$ cat src/rtl/cslm_pkg.sv
// Package for the circular row-shift minimum L1 distance block.
// Holds sizes, configuration register indexes and transaction types.
// No dependencies.
package cslm_pkg;

  // Grid capacity and value format
  localparam int MAX_ROWS    = 8;
  localparam int MAX_COLS    = 64;
  localparam int VALUE_BITS  = 16;
  localparam int GRID_DEPTH  = MAX_ROWS * MAX_COLS;
  localparam int ADDR_W      = $clog2(GRID_DEPTH);
  localparam int BASE_W      = ADDR_W + 1;

  // Field and register widths
  localparam int ROWS_W      = 4;
  localparam int COLS_W      = 7;
  localparam int NEED_W      = ROWS_W + COLS_W;
  localparam int CNT_W       = 10;
  localparam int DIST_W      = 25;
  localparam int SHIFT_W     = 3;
  localparam int CFG_IDX_W   = 1;
  localparam int CFG_DATA_W  = 7;

  localparam logic [CNT_W-1:0] COUNT_LIMIT = '1;

  // Reset values of the configuration registers
  localparam logic [ROWS_W-1:0] ROWS_RESET = ROWS_W'(8);
  localparam logic [COLS_W-1:0] COLS_RESET = COLS_W'(50);

  // Configuration register indexes
  localparam logic [CFG_IDX_W-1:0] CFG_GRID_ROWS = 1'b0;
  localparam logic [CFG_IDX_W-1:0] CFG_GRID_COLS = 1'b1;

  typedef struct packed {
    logic [VALUE_BITS-1:0] first_value;
    logic [VALUE_BITS-1:0] second_value;
    logic                  last_pair;
  } in_item_t;

  typedef struct packed {
    logic [DIST_W-1:0]  min_distance;
    logic [SHIFT_W-1:0] best_shift;
    logic               count_mismatch;
  } out_item_t;

  // Write port of the grid memories
  typedef struct packed {
    logic                  en;
    logic [ADDR_W-1:0]     addr;
    logic [VALUE_BITS-1:0] first_value;
    logic [VALUE_BITS-1:0] second_value;
  } grid_wr_t;

  // Read addresses into the two grids
  typedef struct packed {
    logic [ADDR_W-1:0] addr_first;
    logic [ADDR_W-1:0] addr_second;
  } grid_rd_t;

  // Result of one full comparison
  typedef struct packed {
    logic               done;
    logic [DIST_W-1:0]  min_distance;
    logic [SHIFT_W-1:0] best_shift;
  } scan_res_t;

endpackage

$ cat src/rtl/cslm_scan.sv
// Comparison sequencer: walks every shift, row and column through the grid
// memories, accumulates |a - b| per shift and keeps the smallest sum.
// Depends on cslm_pkg.
module cslm_scan
  import cslm_pkg::*;
(
  input  logic                  clk,
  input  logic                  rst_n,
  input  logic                  go,
  input  logic [ROWS_W-1:0]     rows,
  input  logic [COLS_W-1:0]     cols,
  output grid_rd_t              rd,
  input  logic [VALUE_BITS-1:0] first_rdata,
  input  logic [VALUE_BITS-1:0] second_rdata,
  output scan_res_t             res
);

  logic [ROWS_W-1:0] rows_m1;
  logic [COLS_W-1:0] cols_m1;

  // Address generation counters
  logic              running_r, running_nxt;
  logic [ROWS_W-1:0] shift_r, shift_nxt;
  logic [ROWS_W-1:0] row_r, row_nxt;
  logic [ROWS_W-1:0] rs_r, rs_nxt;
  logic [COLS_W-1:0] col_r, col_nxt;
  logic [BASE_W-1:0] base_a_r, base_a_nxt;
  logic [BASE_W-1:0] base_b_r, base_b_nxt;
  logic [BASE_W-1:0] shift_base_r, shift_base_nxt;
  logic [BASE_W-1:0] addr_a, addr_b;

  logic col_end, row_end, shift_end;

  // Pipeline tags
  logic               v1_r, first1_r, last1_r, final1_r;
  logic [SHIFT_W-1:0] sh1_r;
  logic               v2_r, first2_r, last2_r, final2_r;
  logic [SHIFT_W-1:0] sh2_r;
  logic [VALUE_BITS-1:0] diff_r;
  logic               v3_r, final3_r;
  logic [SHIFT_W-1:0] sh3_r;
  logic [DIST_W-1:0]  acc_r;
  logic [DIST_W-1:0]  best_r;
  logic [SHIFT_W-1:0] best_shift_r;
  logic               take_new;

  assign rows_m1 = rows - ROWS_W'(1);
  assign cols_m1 = cols - COLS_W'(1);

  assign col_end   = (col_r == cols_m1);
  assign row_end   = (row_r == rows_m1);
  assign shift_end = (shift_r == rows_m1);

  assign addr_a = base_a_r + BASE_W'(col_r);
  assign addr_b = base_b_r + BASE_W'(col_r);
  assign rd.addr_first  = addr_a[ADDR_W-1:0];
  assign rd.addr_second = addr_b[ADDR_W-1:0];

  // Counter stepping: column, then row (with wrapped second row), then shift
  always_comb begin
    running_nxt    = running_r;
    shift_nxt      = shift_r;
    row_nxt        = row_r;
    rs_nxt         = rs_r;
    col_nxt        = col_r;
    base_a_nxt     = base_a_r;
    base_b_nxt     = base_b_r;
    shift_base_nxt = shift_base_r;
    if (go) begin
      running_nxt    = 1'b1;
      shift_nxt      = '0;
      row_nxt        = '0;
      rs_nxt         = '0;
      col_nxt        = '0;
      base_a_nxt     = '0;
      base_b_nxt     = '0;
      shift_base_nxt = '0;
    end else if (running_r) begin
      if (!col_end) begin
        col_nxt = col_r + COLS_W'(1);
      end else begin
        col_nxt = '0;
        if (row_end) begin
          if (shift_end) begin
            running_nxt = 1'b0;
          end
          row_nxt        = '0;
          base_a_nxt     = '0;
          shift_nxt      = shift_r + ROWS_W'(1);
          shift_base_nxt = shift_base_r + BASE_W'(cols);
          rs_nxt         = shift_r + ROWS_W'(1);
          base_b_nxt     = shift_base_r + BASE_W'(cols);
        end else begin
          row_nxt    = row_r + ROWS_W'(1);
          base_a_nxt = base_a_r + BASE_W'(cols);
          if (rs_r == rows_m1) begin
            rs_nxt     = '0;
            base_b_nxt = '0;
          end else begin
            rs_nxt     = rs_r + ROWS_W'(1);
            base_b_nxt = base_b_r + BASE_W'(cols);
          end
        end
      end
    end
  end

  always_ff @(posedge clk) begin
    if (!rst_n) begin
      running_r <= 1'b0;
    end else begin
      running_r <= running_nxt;
    end
    shift_r      <= shift_nxt;
    row_r        <= row_nxt;
    rs_r         <= rs_nxt;
    col_r        <= col_nxt;
    base_a_r     <= base_a_nxt;
    base_b_r     <= base_b_nxt;
    shift_base_r <= shift_base_nxt;
  end

  // Tags are registered alongside the memory read data
  always_ff @(posedge clk) begin
    if (!rst_n) begin
      v1_r <= 1'b0;
      v2_r <= 1'b0;
      v3_r <= 1'b0;
    end else begin
      v1_r <= running_r;
      v2_r <= v1_r;
      v3_r <= v2_r & last2_r;
    end
    first1_r <= (row_r == '0) && (col_r == '0);
    last1_r  <= row_end & col_end;
    final1_r <= row_end & col_end & shift_end;
    sh1_r    <= shift_r[SHIFT_W-1:0];
    first2_r <= first1_r;
    last2_r  <= last1_r;
    final2_r <= final1_r;
    sh2_r    <= sh1_r;
    final3_r <= final2_r;
    sh3_r    <= sh2_r;
  end

  // Absolute difference
  always_ff @(posedge clk) begin
    diff_r <= (first_rdata > second_rdata) ? (first_rdata - second_rdata)
                                           : (second_rdata - first_rdata);
  end

  // Per-shift accumulator
  always_ff @(posedge clk) begin
    if (v2_r) begin
      acc_r <= first2_r ? DIST_W'(diff_r) : acc_r + DIST_W'(diff_r);
    end
  end

  // Keep the first shift with the smallest sum
  assign take_new = (sh3_r == '0) || (acc_r < best_r);

  always_ff @(posedge clk) begin
    if (v3_r && take_new) begin
      best_r       <= acc_r;
      best_shift_r <= sh3_r;
    end
  end

  assign res.done         = v3_r & final3_r;
  assign res.min_distance = take_new ? acc_r : best_r;
  assign res.best_shift   = take_new ? sh3_r : best_shift_r;

endmodule

$ cat config.mk
export PLATFORM = sky130hd
export DESIGN_NAME = cslm_scan
export DESIGN_NICKNAME = d
export VERILOG_FILES = /design/src/rtl/cslm_pkg.sv /design/src/rtl/cslm_scan.sv
export SDC_FILE = /design/constraint.sdc
export NUM_CORES = 1
export LEC_CHECK = 0
export ABC_AREA = 0
export BUFFER_PORTS_ARGS = -buffer_cell sky130_fd_sc_hd__buf_2
export CORE_ASPECT_RATIO = 0.8
export CORE_MARGIN = 4
export CORE_UTILIZATION = 60
export CTS_CLUSTER_DIAMETER = 40
export CTS_CLUSTER_SIZE = 8
export DETAILED_ROUTE_END_ITERATION = 7
export GPL_TIMING_DRIVEN = 0
export PLACE_DENSITY = 0.81
export SKIP_LAST_GASP = 1
export SYNTH_ARGS = -nofsm -noshare
export SYNTH_HDL_FRONTEND = slang
export SYNTH_SLANG_ARGS = --single-unit
$ cat constraint.sdc
create_clock -name clk -period 7.4 [get_ports clk]
set_input_delay 1.11 -clock clk [delete_from_list [all_inputs] [get_ports clk]]
set_output_delay 1.11 -clock clk [all_outputs]
set_load 0.03 [all_outputs]
==> results.py <==
metrics = {
    "drt": {
        "ant_nets": 0,
        "vias_per_cell": 5.835,
        "met3WireLength_um": 2081,
        "drc": 0,
        "drtPass1Iterations": 6,
        "drt_iter0_markers": 670,
        "avgRoutedWirePerCell_um": 16.43,
        "met2_length_um": 10250,
        "route.vias.total": 8414,
        "dr.max_layer_used": "met4",
        "drt-total-wl_um": 23690,
        "met1Wirelength_um": 11010,
    },
    "cts": {
        "cts_tree": "built",
        "clockBufferDepth": 2,
        "root_buffer": "clkbuf_16",
        "post_cts_resized": 0,
        "ctsHoldBuffers": 0,
        "numClockSinks": 135,
        "insertion_delay_ns": 0.42,
        "post_cts_buffers": 0,
        "ctsHtreeMaxLevel": 4,
        "cts_made_buffers": 17,
        "clk_pin_slew_ns": 0.06,
    },
    "setup_path": {
        "crit_chain": "ha_1 -> nand4_1 -> nor2_1 -> o221ai_1 -> a21oi_1 -> o41ai_1 -> a21oi_2 -> clkbuf_1 -> mux2_2 -> buf_2",
        "path_delay_family": "compound AO/OA/AOI/OAI gates",
        "worstSetupPathType": "register to output port",
        "rr_worst_depth": 9,
        "cp_num_cells": 10,
        "critical_path.max_fanout": 10,
        "cpPeakStageDelay_ns": 0.52,
        "startpoint_type": "register",
        "worst_path_max_delay_cell": "edfxtp_1",
        "cp-end-kind": "output port",
        "crit_required_ns": 6.29,
        "arrival_ns": 3.72,
        "critPathBufInv": 2,
    },
    "finish": {
        "nNetsFinal": 1382,
        "drive_gt1_frac": 0.1491,
        "final_area_um2": 11170,
        "diodes": 0,
        "area_growth_pct": 13.44,
        "fillCellCount": 1277,
    },
    "global_routing": {
        "grt_pass1_wl_um": 38640,
        "grt_util_all_layers": 0.2618,
        "grt_max_degree": 27,
        "antenna_found_initial": 0,
        "overflow": 0,
        "grt_pass1_vias": 7890,
    },
    "synth": {
        "ys_seq_elements": 135,
        "synth-edff-count": 53,
        "async_flop_share": 0,
        "synthMuxAreaShare": 0.03697,
        "synth_top_family_by_area": "compound AO/OA/AOI/OAI gates",
        "synthAdderAreaFrac": 0.1611,
        "ys_seq_area_frac": 0.3283,
        "synth-main-ff-cell": "dfxtp_1",
        "syn_avg_cell_area_um2": 8.930,
        "synth_nets": 1271,
        "ys_types": 77,
        "netlist_area_um2": 9849,
        "synth_xor_area_frac": 0.08498,
        "synth-warning-count": 0,
        "syn-instance-count": 1103,
        "synth_compound_area_frac": 0.1770,
        "synth-simple-area-share": 0.1631,
    },
    "pwr": {
        "p_leak_nw": 4.927,
        "vdd_drop_max_mv": 0.1491,
        "pwr_density_cell_nw_per_um2": 204.0,
    },
    "sta": {
        "rsz0062_at_grt": "no",
        "fin_setup_tns_ns": 0,
        "fin_crit_ns": 4.829,
        "finalCritPeriodShare": 0.6526,
        "slew_viol_final": 0,
        "skew_ns": 0.01097,
        "clock.fmax_mhz": 207.1,
        "relSlewSlack": 0.04842,
        "finalSetupViolCount": 0,
        "finalHoldViolCount": 0,
        "tightestPinTransition_ns": 1.412,
    },
    "placement": {
        "port_buffers": 91,
        "hpwl_um": 18120,
        "gp_congestion": 0.9238,
        "dpl_cell_area_um2": 10590,
    },
    "min_path": {
        "hold_depth": 0,
        "hp-class": "register to register",
    },
    "die": {
        "die-area_um2": 18540,
        "io_pins": 93,
        "initial_core_util": 0.6174,
        "core-area_um2": 15950,
        "fp.dieW_um": 151.2,
        "die_h_um": 122.6,
        "fp-row-count": 41,
    },
    "job": {
        "drv_cap": 0,
    },
    "status": {
        "status": "completed",
    },
}
cell families (layout without fill, tap and decap cells):
family | Yosys count | count (layout)
muxes | 33 | 33
adders and majority gates | 122 | 122
and+or+nand+nor | 318 | 318
xor gates and xnor gates | 94 | 94
AOI/OAI and AO/OA | 279 | 279
buffers and inverters | 122 | 246
DFF | 135 | 135
metrics by stage:
stage	worst slack, ns	util	hold slack (ns)	power, mW	instances
3_5_place_dp	3.020	0.6639	0.3121	1.459	1410
5_1_grt	2.379	0.7003	0.3290	2.399	1442
2_1_floorplan	3.473	-	0.3096	1.313	1103
3_3_place_gp	2.496	0.6628	0.3119	1.439	1409
4_1_cts	2.542	0.7003	0.3264	2.279	1442
6_report	2.571	0.7003	0.3256	2.279	1442
final timing paths:
| check | startpoint | end | slack, ns |
|---|---|---|---|
| max | acc_r[16] | res[14] | 2.57 |
| min | sh2_r[2] | sh3_r[2] | 0.33 |
| max reg2reg | acc_r[8] | best_r[2] | 3.45 |
| min reg2reg | sh2_r[2] | sh3_r[2] | 0.33 |
registers in the layout (all words and copies together) (netlist names), 3 cells and up:
| signal | count |
|---|---|
| acc_r | 25 |
| base_a_r | 9 |
| base_b_r | 9 |
| best_r | 25 |
| best_shift_r | 3 |
| col_r | 7 |
| diff_r | 16 |
| row_r | 4 |
| rs_r | 4 |
| sh1_r | 3 |
| sh2_r | 3 |
| sh3_r | 3 |
| shift_base_r | 9 |
| shift_r | 4 |
placed cells by master (no fill, tap or decap), types with 8 or more instances in the layout:
cell / count
o21bai_1: 8
xor2_1: 41
clkbuf_1: 25
or3_1: 10
mux2_2: 27
nand4_1: 14
nand2b_1: 14
edfxtp_1: 53
nand3_1: 31
nand2_1: 88
a21o_1: 24
a211oi_1: 9
nor2_1: 78
and3_1: 8
fa_1: 8
xnor2_1: 52
nor2b_1: 13
dfxtp_1: 82
clkbuf_16: 19
buf_2: 95
o21a_1: 11
nor3_1: 26
a21oi_1: 105
ha_1: 114
inv_1: 89
o21ai_0: 60
per-layer routing:
metal  global-route usage  vias to the layer above
met3              0.05611                       39
met1               0.3833                     3857
met2               0.3966                      352
li1                     -                     4166
met5                    0                        -
met4              0.06172                        0
synth_stat cells, drive strengths merged, types with 31 or more instances:
| cell type | n | area share |
|---|---|---|
| nand3 | 32 | 0.018 |
| nand2 | 88 | 0.034 |
| dfxtp | 82 | 0.17 |
| edfxtp | 53 | 0.16 |
| ha | 114 | 0.14 |
| nor2 | 79 | 0.030 |
| nor3 | 31 | 0.019 |
| inv | 89 | 0.034 |
| xnor2 | 52 | 0.046 |
| a21oi | 106 | 0.054 |
| xor2 | 41 | 0.036 |
| o21ai | 63 | 0.032 |
where the power goes:
group | internal (mW) | total [mW] | switching (mW)
clock network | 0.476 | 0.820 | 0.344
registers | 0.826 | 0.870 | 0.0444
logic | 0.232 | 0.589 | 0.357
cell type report:
type / instances / area (um^2) / area share
clock inverter: 13 / 106.4 / 0.009518
inverter: 89 / 334.1 / 0.02990
multi-input combinational: 846 / 6140 / 0.5495
buffer: 33 / 145.1 / 0.01299
clock buffer: 19 / 475.5 / 0.04255
tap: 215 / 269.0 / 0.02408
sequential: 135 / 3233 / 0.2894
timing repair buffer: 92 / 470.5 / 0.04211
Power figures use the tool's default switching activity.
